<file path="src/hw/rtl/acir_pkg.sv">
`timescale 1ns / 1ps
package acir_pkg;

  localparam int SYM_INDEX_W    = 9;
  localparam int BYTE_INDEX_W   = 5;
  localparam int DUR_W          = 16;
  localparam int CFG_INDEX_W    = 3;
  localparam int CFG_DATA_W     = 16;

  localparam int PREAMBLE_SYMS  = 12;
  localparam int HDR_MARK_SYM   = 12;
  localparam int HDR_SPACE_SYM  = 13;
  localparam int DATA_START     = 14;
  localparam int FINAL_SYM      = 318;

  localparam int QUEUE_DEPTH_DEFAULT = 2;

  // Fixed template bytes.
  localparam logic [7:0] BYTE_0  = 8'h11;
  localparam logic [7:0] BYTE_1  = 8'hDA;
  localparam logic [7:0] BYTE_2  = 8'h27;
  localparam logic [7:0] BYTE_15 = 8'hC5;
  localparam logic [7:0] TEMPLATE_SUM = 8'(BYTE_0 + BYTE_1 + BYTE_2 + BYTE_15);

  // Register reset values.
  localparam logic [DUR_W-1:0] MARK_US_RST         = 16'd479;
  localparam logic [DUR_W-1:0] ZERO_SPACE_US_RST   = 16'd389;
  localparam logic [DUR_W-1:0] ONE_SPACE_US_RST    = 16'd1260;
  localparam logic [DUR_W-1:0] LEAD_GAP_US_RST     = 16'd25175;
  localparam logic [DUR_W-1:0] HEADER_MARK_US_RST  = 16'd3524;
  localparam logic [DUR_W-1:0] HEADER_SPACE_US_RST = 16'd1692;

  // Register indexes.
  localparam logic [CFG_INDEX_W-1:0] CFG_MARK_US         = 3'd0;
  localparam logic [CFG_INDEX_W-1:0] CFG_ZERO_SPACE_US   = 3'd1;
  localparam logic [CFG_INDEX_W-1:0] CFG_ONE_SPACE_US    = 3'd2;
  localparam logic [CFG_INDEX_W-1:0] CFG_LEAD_GAP_US     = 3'd3;
  localparam logic [CFG_INDEX_W-1:0] CFG_HEADER_MARK_US  = 3'd4;
  localparam logic [CFG_INDEX_W-1:0] CFG_HEADER_SPACE_US = 3'd5;

  typedef enum logic [2:0] {
    SYM_MARK,
    SYM_ZERO_SPACE,
    SYM_ONE_SPACE,
    SYM_LEAD_GAP,
    SYM_HDR_MARK,
    SYM_HDR_SPACE,
    SYM_FINAL
  } sym_kind_t;

  typedef struct packed {
    logic      valid;
    sym_kind_t kind;
  } sym_xfer_t;

  function automatic logic [7:0] frame_byte(
    input logic [BYTE_INDEX_W-1:0] n,
    input logic [7:0] mode_power,
    input logic [7:0] temp,
    input logic [7:0] fan_swing,
    input logic [7:0] eco,
    input logic [7:0] sum
  );
    logic [7:0] b;
    unique case (n)
      5'd0:    b = BYTE_0;
      5'd1:    b = BYTE_1;
      5'd2:    b = BYTE_2;
      5'd5:    b = mode_power;
      5'd6:    b = temp;
      5'd8:    b = fan_swing;
      5'd15:   b = BYTE_15;
      5'd16:   b = eco;
      5'd18:   b = sum;
      default: b = 8'h00;
    endcase
    return b;
  endfunction

endpackage

</file>
<file path="src/hw/rtl/acir_front.sv">
`timescale 1ns / 1ps
module acir_front import acir_pkg::*; (
  input  logic       clk,
  input  logic       rst,
  input  logic       accept,
  input  logic       action,
  input  logic [7:0] temp_code,
  input  logic [3:0] mode,
  input  logic       power_off,
  input  logic [3:0] fan,
  input  logic [3:0] swing,
  input  logic [7:0] eco,
  output sym_xfer_t  push
);

  logic [7:0] temp_byte;
  logic [7:0] mode_power_byte;
  logic [7:0] fan_swing_byte;
  logic [7:0] eco_byte;
  logic [7:0] sum_byte;
  logic [SYM_INDEX_W-1:0] symbol_index;
  logic frame_pending;

  logic [7:0] mp_new;
  logic [7:0] fs_new;
  logic [SYM_INDEX_W-1:0] data_offs;
  logic [7:0] bit_num;
  logic [7:0] cur_byte;
  logic       bit_val;
  sym_kind_t  kind;

  assign mp_new = {mode, 3'b000, power_off};
  assign fs_new = {fan, swing};

  // Locate the frame bit carried by the current space.
  assign data_offs = symbol_index - SYM_INDEX_W'(DATA_START);
  assign bit_num   = data_offs[SYM_INDEX_W-1:1];
  assign cur_byte  = frame_byte(bit_num[7:3], mode_power_byte, temp_byte,
                                fan_swing_byte, eco_byte, sum_byte);
  assign bit_val   = cur_byte[bit_num[2:0]];

  always_comb begin
    if (symbol_index < SYM_INDEX_W'(PREAMBLE_SYMS)) begin
      if (!symbol_index[0]) begin
        kind = SYM_MARK;
      end else if (symbol_index == SYM_INDEX_W'(PREAMBLE_SYMS - 1)) begin
        kind = SYM_LEAD_GAP;
      end else begin
        kind = SYM_ZERO_SPACE;
      end
    end else if (symbol_index == SYM_INDEX_W'(HDR_MARK_SYM)) begin
      kind = SYM_HDR_MARK;
    end else if (symbol_index == SYM_INDEX_W'(HDR_SPACE_SYM)) begin
      kind = SYM_HDR_SPACE;
    end else if (symbol_index < SYM_INDEX_W'(FINAL_SYM)) begin
      if (!data_offs[0]) begin
        kind = SYM_MARK;
      end else if (bit_val) begin
        kind = SYM_ONE_SPACE;
      end else begin
        kind = SYM_ZERO_SPACE;
      end
    end else begin
      kind = SYM_FINAL;
    end
  end

  assign push.valid = accept && action && frame_pending;
  assign push.kind  = kind;

  always_ff @(posedge clk) begin
    if (accept && !action) begin
      temp_byte       <= temp_code;
      mode_power_byte <= mp_new;
      fan_swing_byte  <= fs_new;
      eco_byte        <= eco;
      sum_byte        <= TEMPLATE_SUM + temp_code + mp_new + fs_new + eco;
    end
  end

  always_ff @(posedge clk) begin
    if (rst) begin
      symbol_index  <= '0;
      frame_pending <= 1'b0;
    end else if (accept && !action) begin
      symbol_index  <= '0;
      frame_pending <= 1'b1;
    end else if (push.valid) begin
      if (kind == SYM_FINAL) begin
        symbol_index  <= '0;
        frame_pending <= 1'b0;
      end else begin
        symbol_index <= symbol_index + 1'b1;
      end
    end
  end

endmodule

</file>
<file path="src/hw/rtl/acir_queue.sv">
`timescale 1ns / 1ps
module acir_queue import acir_pkg::*; #(
  parameter int DEPTH = QUEUE_DEPTH_DEFAULT
) (
  input  logic      clk,
  input  logic      rst,
  input  sym_xfer_t push,
  input  logic      pop,
  output logic      full,
  output logic      head_valid,
  output sym_kind_t head_kind
);

  localparam int PTR_W = (DEPTH > 1) ? $clog2(DEPTH) : 1;
  localparam int CNT_W = $clog2(DEPTH + 1);

  sym_kind_t entries [DEPTH];
  logic [PTR_W-1:0] wr_ptr;
  logic [PTR_W-1:0] rd_ptr;
  logic [CNT_W-1:0] count;
  logic do_pop;

  assign full       = (count == CNT_W'(DEPTH));
  assign head_valid = (count != '0);
  assign head_kind  = entries[rd_ptr];
  assign do_pop     = pop && head_valid;

  always_ff @(posedge clk) begin
    if (push.valid) begin
      entries[wr_ptr] <= push.kind;
    end
  end

  always_ff @(posedge clk) begin
    if (rst) begin
      wr_ptr <= '0;
      rd_ptr <= '0;
      count  <= '0;
    end else begin
      if (push.valid) begin
        wr_ptr <= (wr_ptr == PTR_W'(DEPTH - 1)) ? '0 : wr_ptr + 1'b1;
      end
      if (do_pop) begin
        rd_ptr <= (rd_ptr == PTR_W'(DEPTH - 1)) ? '0 : rd_ptr + 1'b1;
      end
      if (push.valid && !do_pop) begin
        count <= count + 1'b1;
      end else if (do_pop && !push.valid) begin
        count <= count - 1'b1;
      end
    end
  end

endmodule

</file>
<file path="src/hw/rtl/acir_back.sv">
`timescale 1ns / 1ps
module acir_back import acir_pkg::*; (
  input  logic                   clk,
  input  logic                   rst,
  input  logic                   cfg_write,
  input  logic [CFG_INDEX_W-1:0] cfg_index,
  input  logic [CFG_DATA_W-1:0]  cfg_data,
  input  logic                   head_valid,
  input  sym_kind_t              head_kind,
  output logic                   pop,
  output logic                   out_valid,
  input  logic                   out_stall,
  output logic                   is_mark,
  output logic [DUR_W-1:0]       duration_us,
  output logic                   last_symbol
);

  logic [DUR_W-1:0] mark_us;
  logic [DUR_W-1:0] zero_space_us;
  logic [DUR_W-1:0] one_space_us;
  logic [DUR_W-1:0] lead_gap_us;
  logic [DUR_W-1:0] header_mark_us;
  logic [DUR_W-1:0] header_space_us;

  logic             sel_mark;
  logic [DUR_W-1:0] sel_dur;
  logic             sel_last;
  logic             out_valid_next;

  always_ff @(posedge clk) begin
    if (rst) begin
      mark_us         <= MARK_US_RST;
      zero_space_us   <= ZERO_SPACE_US_RST;
      one_space_us    <= ONE_SPACE_US_RST;
      lead_gap_us     <= LEAD_GAP_US_RST;
      header_mark_us  <= HEADER_MARK_US_RST;
      header_space_us <= HEADER_SPACE_US_RST;
    end else if (cfg_write) begin
      unique case (cfg_index)
        CFG_MARK_US:         mark_us         <= cfg_data;
        CFG_ZERO_SPACE_US:   zero_space_us   <= cfg_data;
        CFG_ONE_SPACE_US:    one_space_us    <= cfg_data;
        CFG_LEAD_GAP_US:     lead_gap_us     <= cfg_data;
        CFG_HEADER_MARK_US:  header_mark_us  <= cfg_data;
        CFG_HEADER_SPACE_US: header_space_us <= cfg_data;
        default: ;
      endcase
    end
  end

  always_comb begin
    sel_mark = 1'b1;
    sel_dur  = mark_us;
    sel_last = 1'b0;
    unique case (head_kind)
      SYM_MARK: begin
        sel_mark = 1'b1;
        sel_dur  = mark_us;
      end
      SYM_ZERO_SPACE: begin
        sel_mark = 1'b0;
        sel_dur  = zero_space_us;
      end
      SYM_ONE_SPACE: begin
        sel_mark = 1'b0;
        sel_dur  = one_space_us;
      end
      SYM_LEAD_GAP: begin
        sel_mark = 1'b0;
        sel_dur  = lead_gap_us;
      end
      SYM_HDR_MARK: begin
        sel_mark = 1'b1;
        sel_dur  = header_mark_us;
      end
      SYM_HDR_SPACE: begin
        sel_mark = 1'b0;
        sel_dur  = header_space_us;
      end
      SYM_FINAL: begin
        sel_mark = 1'b1;
        sel_dur  = mark_us;
        sel_last = 1'b1;
      end
      default: ;
    endcase
  end

  // Refill the output register from the queue head whenever it is empty or being drained.
  assign pop = head_valid && (!out_valid || !out_stall);

  always_comb begin
    if (pop) begin
      out_valid_next = 1'b1;
    end else if (out_stall) begin
      out_valid_next = out_valid;
    end else begin
      out_valid_next = 1'b0;
    end
  end

  always_ff @(posedge clk) begin
    if (rst) begin
      out_valid <= 1'b0;
    end else begin
      out_valid <= out_valid_next;
    end
  end

  always_ff @(posedge clk) begin
    if (pop) begin
      is_mark     <= sel_mark;
      duration_us <= sel_dur;
      last_symbol <= sel_last;
    end
  end

endmodule

</file>
<file path="src/hw/rtl/ac_ir_frame_encoder_top.sv">
`timescale 1ns / 1ps
// Path: an accepted fetch's symbol is written into the symbol queue, then into the output register.
// Throughput: one item per cycle, loads and fetches alike, while the queue has room; the output
//   register and the symbol queue let intake continue while a finished symbol waits to be taken.
// Reset (rst, synchronous): drop any pending frame, empty the queue and output register,
//   and return all timing registers to their default durations.
module ac_ir_frame_encoder_top import acir_pkg::*; #(
  parameter int QUEUE_DEPTH = QUEUE_DEPTH_DEFAULT
) (
  input  logic                   clk,
  input  logic                   rst,
  // Command channel: loads build a frame, fetches pull one symbol each while a frame is pending.
  input  logic                   in_valid,
  output logic                   in_stall,
  input  logic                   action,
  input  logic [7:0]             temp_code,
  input  logic [3:0]             mode,
  input  logic                   power_off,
  input  logic [3:0]             fan,
  input  logic [3:0]             swing,
  input  logic [7:0]             eco,
  // Symbol channel.
  output logic                   out_valid,
  input  logic                   out_stall,
  output logic                   is_mark,
  output logic [DUR_W-1:0]       duration_us,
  output logic                   last_symbol,
  // Timing register write port.
  input  logic                   cfg_valid,
  output logic                   cfg_ready,
  input  logic [CFG_INDEX_W-1:0] cfg_index,
  input  logic [CFG_DATA_W-1:0]  cfg_data
);

  sym_xfer_t push;
  logic      q_full;
  logic      q_head_valid;
  sym_kind_t q_head_kind;
  logic      q_pop;
  logic      in_accept;

  // Hold the command channel only while the queue has no room.
  assign in_stall  = q_full;
  assign in_accept = in_valid && !in_stall;

  // Register writes are always taken; the user must send them only while the block is idle (not enforced here).
  assign cfg_ready = 1'b1;

  // Front end: owns the frame bytes and the symbol counter, and resolves each
  // fetch into a symbol kind with the frame bit already looked up, so a later
  // load cannot disturb symbols still waiting in the queue.
  acir_front u_front (
    .clk       (clk),
    .rst       (rst),
    .accept    (in_accept),
    .action    (action),
    .temp_code (temp_code),
    .mode      (mode),
    .power_off (power_off),
    .fan       (fan),
    .swing     (swing),
    .eco       (eco),
    .push      (push)
  );

  // Short queue of symbol kinds between the two halves.
  acir_queue #(
    .DEPTH (QUEUE_DEPTH)
  ) u_queue (
    .clk        (clk),
    .rst        (rst),
    .push       (push),
    .pop        (q_pop),
    .full       (q_full),
    .head_valid (q_head_valid),
    .head_kind  (q_head_kind)
  );

  // Back end: maps a kind to its mark flag and duration from the timing
  // registers and presents it through the output register.
  acir_back u_back (
    .clk         (clk),
    .rst         (rst),
    .cfg_write   (cfg_valid && cfg_ready),
    .cfg_index   (cfg_index),
    .cfg_data    (cfg_data),
    .head_valid  (q_head_valid),
    .head_kind   (q_head_kind),
    .pop         (q_pop),
    .out_valid   (out_valid),
    .out_stall   (out_stall),
    .is_mark     (is_mark),
    .duration_us (duration_us),
    .last_symbol (last_symbol)
  );

endmodule

</file>
<file path="config.mk">
export PLATFORM = sky130hd
export DESIGN_NAME = ac_ir_frame_encoder_top
export DESIGN_NICKNAME = d
export VERILOG_FILES = /design/src/hw/rtl/acir_pkg.sv /design/src/hw/rtl/acir_front.sv /design/src/hw/rtl/acir_queue.sv /design/src/hw/rtl/acir_back.sv /design/src/hw/rtl/ac_ir_frame_encoder_top.sv
export SDC_FILE = /design/constraint.sdc
export NUM_CORES = 1
export LEC_CHECK = 0
export BUFFER_PORTS_ARGS = -buffer_cell sky130_fd_sc_hd__buf_2
export CAP_MARGIN = 15
export CORE_MARGIN = 4
export CORE_UTILIZATION = 25
export CTS_CLUSTER_DIAMETER = 40
export DETAILED_ROUTE_END_ITERATION = 7
export SYNTH_ARGS = -nofsm -noshare
export SYNTH_HDL_FRONTEND = slang
export SYNTH_SLANG_ARGS = --single-unit
</file>
<file path="constraint.sdc">
create_clock -name clk -period 6.4 [get_ports clk]
set_input_delay 0.96 -clock clk [delete_from_list [all_inputs] [get_ports clk]]
set_output_delay 0.96 -clock clk [all_outputs]
set_load 0.01 [all_outputs]
</file>
## Yosys cells after proc, flatten, opt, wreduce, memory -nomap -nowiden

Memories as Yosys holds them, arrays and structs flattened. A register that Yosys moved wholly into a read port is not among the register bits.
Cells that the tools add are included.

- Memories: 1
- Bits of input ports: 54
- Register bits: 166
- RAM bits: 6
- Word-level logic and storage cells: 117

Memories:

| name | depth | bits a word | read ports | clocked after memory_dff | write ports | line | source |
|---|---|---|---|---|---|---|---|
| u_queue.entries | 2 | 3 | 1 | 1 | 1 | acir_queue.sv:17 | `sym_kind_t entries [DEPTH];` |

- Add/sub/neg operators: 10
- Eq/ne operators: 25
- Reduce and logical (&&, ||, !) cells: 30
- Multiplexer cells: 28
- Order comparisons: 3

Operator list:

| kind | count |
|---|---|
| case mux 16 bit (5 select lines) | 1 |
| case mux 8 bit (9 select lines) | 1 |
| equality test 9 x 4 -> 1 bit (second input constant) | 3 |
| adder 8 bit | 3 |
| equality test 3 bit (second input constant) | 6 |
| two-way mux 3 bit | 6 |
| two-way mux 1 bit | 14 |
| AND reduction 2 bit | 7 |
| equality test 3 x 2 -> 1 bit (second input constant) | 4 |
| equality test 5 x 3 -> 1 bit (second input constant) | 2 |
| equality test 5 x 4 -> 1 bit (second input constant) | 2 |
| equality test 5 bit (second input constant) | 2 |
| adder 9 x 1 -> 9 bit (second input constant) | 1 |
| less-than comparator 9 x 4 -> 1 bit (second input constant) | 1 |
| less-than comparator 9 bit (second input constant) | 1 |
| two-way mux 9 bit | 1 |
| subtractor 9 x 4 -> 9 bit (second input constant) | 1 |
| adder 8 bit (first input constant) | 1 |
| logical AND 1 bit | 8 |
| two-way mux 2 bit | 4 |
| nonzero test 2 bit | 4 |
| equality test 3 x 1 -> 1 bit (second input constant) | 2 |
| logical NOT 1 bit | 6 |
| equality test 5 x 1 -> 1 bit (second input constant) | 1 |
| 13 further kinds | 14 |

## Depth between registers and ports, before layout

- Depth after elaboration: 15
- Gate-level depth with buffers: 12
- Mapped depth without buffers: 12

## Cells and area by module

Synthesis repeated with hierarchy kept, for this count alone.

- Cell total of the unflattened synthesis: 918
- Area, all modules: 8508.2 um^2

By module, submodules not included:

| module | area each (um^2) | seq. area each (um^2) | times used | cells each |
|---|---|---|---|---|
| acir_back | 4976.0 | 2482.4 | 1 | 587 |
| acir_front | 3081.7 | 1311.3 | 1 | 297 |
| acir_queue | 425.4 | 280.3 | 1 | 31 |
| ac_ir_frame_encoder_top | 25.0 | 0.0 | 1 | 3 |

## Worst setup path after synthesis

Ideal clock, no wire load.

- Path kind: input to register
- Start: input temp_code[1]
- End: register u_front.sum_byte[7], data pin
- Data required time: 6.141 ns
- Stages on the path: 12
- Setup slack: 2.834 ns
- Arrival time: 3.307 ns
- Path buffers: 0
- Path through: inv_1 -> ha_1 -> inv_1 -> fa_1 -> ha_1 -> ha_1 -> fa_1 -> a21o_1 -> a21oi_1 -> o21bai_1 -> a21oi_1 -> xnor2_1

- Word-level cells in the longest chain between the ends: 4

Ends and longest elaborated chain:

| item | line | source |
|---|---|---|
| start: declaration | ac_ir_frame_encoder_top.sv:16 | `input logic [7:0] temp_code,` |
| adder 8 bit (4 in a row) | acir_front.sv:77 | `sum_byte <= TEMPLATE_SUM + temp_code + mp_new + fs_new + eco;` |
| end signal: assignment | acir_front.sv:77 |  |
| end: declaration | acir_front.sv:20 | `logic [7:0] sum_byte;` |

Every way passes these cells.
A chain may end at the register's enable or synchronous reset.

==> out/results.txt <==
max_cap viols - 0
flops & latches, synth - 173
Synth Area in Adders - 5.855%
Synth Area in Compound Gates - 14.82%
I/O pins - 75
Core Region - 32,700 sq um
Initial Util - 25.49%
DR WL/cell - 15.50 um
Cell Area, Synth - 8334 sq um
leakage power - 3.718 nW
# resized after CTS - 0
Longest Clk Path Bufs - 2
relative slew slack - 28.92%
post-synthesis area per instance - 8.885 sq um
Setup crit start kind - flip-flop
antenna cell count - 0
XOR/XNOR Fraction of Synth Area - 3.423%
WL final - 22.35 mm
most frequent cells after synthesis - nand2_1, dfxtp_1, a21oi_1
DRC - 0
I/O Buffers - 73
Setup TNS Final - 0 ns
drt first pass iters - 5
Post-Synth Simple-Gate Area - 21.78%
Worst Skew - 0.01192 ns
required time of the worst setup path - 6.57 ns
Post-synth top flop - dfxtp_1
first-pass GRT wire length - 35.31 mm
largest net degree at the start of global routing - 67
asr flop ratio synth - 0%
Die ar. - 36,320 sq um
antenna-violating nets left - 0
fin. max-slew vios - 0
critical path type - reg -> reg
sequential cell area fraction in the yosys report - 48.88%
status - complete, no violations
detailed-route via count - 6,800
share of the clock period used by the worst path - 54.82%
Power Density - 300.1 nW/um^2
CP Capture Type - flip-flop
RSZ-0062 raised after global routing - false
Area Growth Syn to Fin - 15.79%
hold buffers post-CTS - 0
most numerous cell in the Yosys netlist - nand2_1
Worst Tran Pin Value - 1.064 ns
maximum fanout along the worst path - 15
H-tree Lvls - 4
Mapped Cells - 938
nets@finish - 1,074
initial antenna violation count - 3
Yosys cell types - 70
post-CTS setup buffers - 0
cell taking the most area after synthesis - dfxtp_1
die height - 190.6 um
Hold Path Class - reg -> reg
maximum clock rate - 285.0 MHz
number of global-route vias before repair - 6,367
r2r setup slk - 2.89 ns
CTS Root Cell - clkbuf_16
worst skew pair latency - 0.44 ns
WHS - 0.4545 ns
layout cells sized above 1 - 13.20%
Post-synth EDFFs - 61
Crit path arrival time - 3.68 ns
combinational family with the most area after synthesis - simple AND/OR/NAND/NOR gates
final RePlAce weighted congestion - 0.8307
Net Count, Synth - 1,025
Via density - 4.716
All-Layer GR Usage - 12.30%
Core Rows - 66
final setup vio count - 0
Tmin final - 3.508 ns
YS warnings - 0
Synth top area share - 26.90%
cts bufs inserted - 17
DR iter-0 viols - 627
Die W - 190.6 um
synth top area cells - dfxtp_1, edfxtp_1, nand2_1, a21oi_1, nand3b_1
FILL cells - 3,466
Final Hold Fails - 0
clock-pin slew on the worst setup and hold paths - 0.07 ns
fraction of synthesized area in multiplexers - 0.8858%
CTS Sinks - 173
Peak VDD IR - 0.2116 mV
DPL Wire Length - 14.70 mm
Overflow after GRT - 0
TritonCTS clock tree - built
## where the power goes
part,internal (mW),switching [mW],total [mW]
Clock,0.516,0.467,0.983
Sequential,1.29,0.0422,1.33
Combinational,0.210,0.369,0.579
Total,2.02,0.878,2.90
## sequential cells by signal (all words and copies together), names as in the netlist, 2 cells and up, named ones only
name,count
u_back.lead_gap_us,16
u_front.mode_power_byte,5
u_back.header_mark_us,16
u_back.duration_us,16
u_front.symbol_index,9
u_back.header_space_us,16
u_front.fan_swing_byte,8
u_front.sum_byte,8
u_queue.count,2
u_queue.entries,6
u_front.eco_byte,8
u_front.temp_byte,8
u_back.one_space_us,16
u_back.mark_us,16
u_back.zero_space_us,16
## worst max-delay path, cell delays in order (launching register included)
cell and delay (ns):
dfxtp_1 0.68, ha_1 0.53, xor2_1 0.12, o22ai_1 0.62, o211ai_2 0.31, o22ai_1 0.24
a2111oi_0 0.09, o21ai_0 0.30, o211a_1 0.26, o31ai_2 0.08
## per-layer routing
metal,routed length [um],share of wire [%],GRT usage [%],vias to the layer above
li1,-,-,-,3320
met2,10290,46,18.99,242
met3,1620,7.2,3.021,31
met1,10100,45,17.18,3203
met4,316,1.4,3.453,4
met5,23,0.10,0,-
## area by class of cell
| type | instances | area, sq um | share of cell area [%] |
|---|---|---|---|
| flip-flops and latches | 173 | 4074 | 42.21 |
| multi-input cells | 678 | 3918 | 40.59 |
| well taps | 442 | 553.0 | 5.731 |
| clock buffers | 19 | 442.9 | 4.590 |
| repair buffers | 81 | 425.4 | 4.408 |
| inverters | 36 | 135.1 | 1.400 |
| clock inverters | 13 | 102.6 | 1.063 |
## placed cells by master, fill, tap and decap left out, drive strengths merged, types with 3 or more instances in the layout
master | netlist | routed
o22a | 7 | 7
xor2 | 13 | 13
nor3 | 9 | 9
mux2 | 3 | 3
nand3 | 14 | 14
nor2 | 68 | 68
inv | 35 | 43
or3 | 3 | 3
nand4 | 3 | 3
a21o | 5 | 5
or2 | 3 | 3
ha | 23 | 23
fa | 10 | 10
o21bai | 3 | 3
and2 | 6 | 6
nand2 | 247 | 247
nand2b | 3 | 3
buf | 10 | 81
dfxtp | 112 | 112
a2111oi | 4 | 4
nand3b | 39 | 39
a21oi | 104 | 104
o22ai | 15 | 15
clkbuf | 41 | 19
o21ai | 29 | 29
edfxtp | 61 | 61
a32o | 3 | 3
and4 | 3 | 3
and3 | 3 | 3
xnor2 | 17 | 17
clkinv | 1 | 5
a211oi | 3 | 3
mux2i | 4 | 4
o211ai | 4 | 4
## path summary, 6_finish.rpt
path | cells after the start | from | end
setup / recovery | 9 | u_front.symbol_index[1]$_SDFFE_PP0P_ | u_queue.entries[0][0]$_DFFE_PP_
hold / removal | 2 | u_back.one_space_us[1]$_SDFFE_PP0P_ | u_back.one_space_us[1]$_SDFFE_PP0P_
setup reg to reg | 9 | u_front.symbol_index[1]$_SDFFE_PP0P_ | u_queue.entries[0][0]$_DFFE_PP_
hold reg to reg | 2 | u_back.one_space_us[1]$_SDFFE_PP0P_ | u_back.one_space_us[1]$_SDFFE_PP0P_
## per-stage QoR
stage / std cells / utilization [%] / instance area (sq um) / setup WS (ns) / power, mW
finish: 1442 / 29.51 / 9651 / 2.892 / 2.896
detailed placement: 1410 / 27.84 / 9105 / 2.543 / 1.947
CTS: 1442 / 29.51 / 9651 / 2.925 / 2.927
global route: 1442 / 29.51 / 9651 / 2.598 / 3.043
global placement: 1410 / 27.84 / 9105 / 2.594 / 1.939
floorplan: 938 / - / 8334 / 2.834 / 1.721
## kinds of logic after synthesis
family,after synthesis
AO/OA/AOI/OAI,199
XOR/XNOR,30
adder cells (fa/ha/maj),33
buffers and inverters,87
flip-flops,173
multiplexers,7
other,1
AND/OR/NAND/NOR,408
No activity file was read; power rests on OpenSTA's default activity.
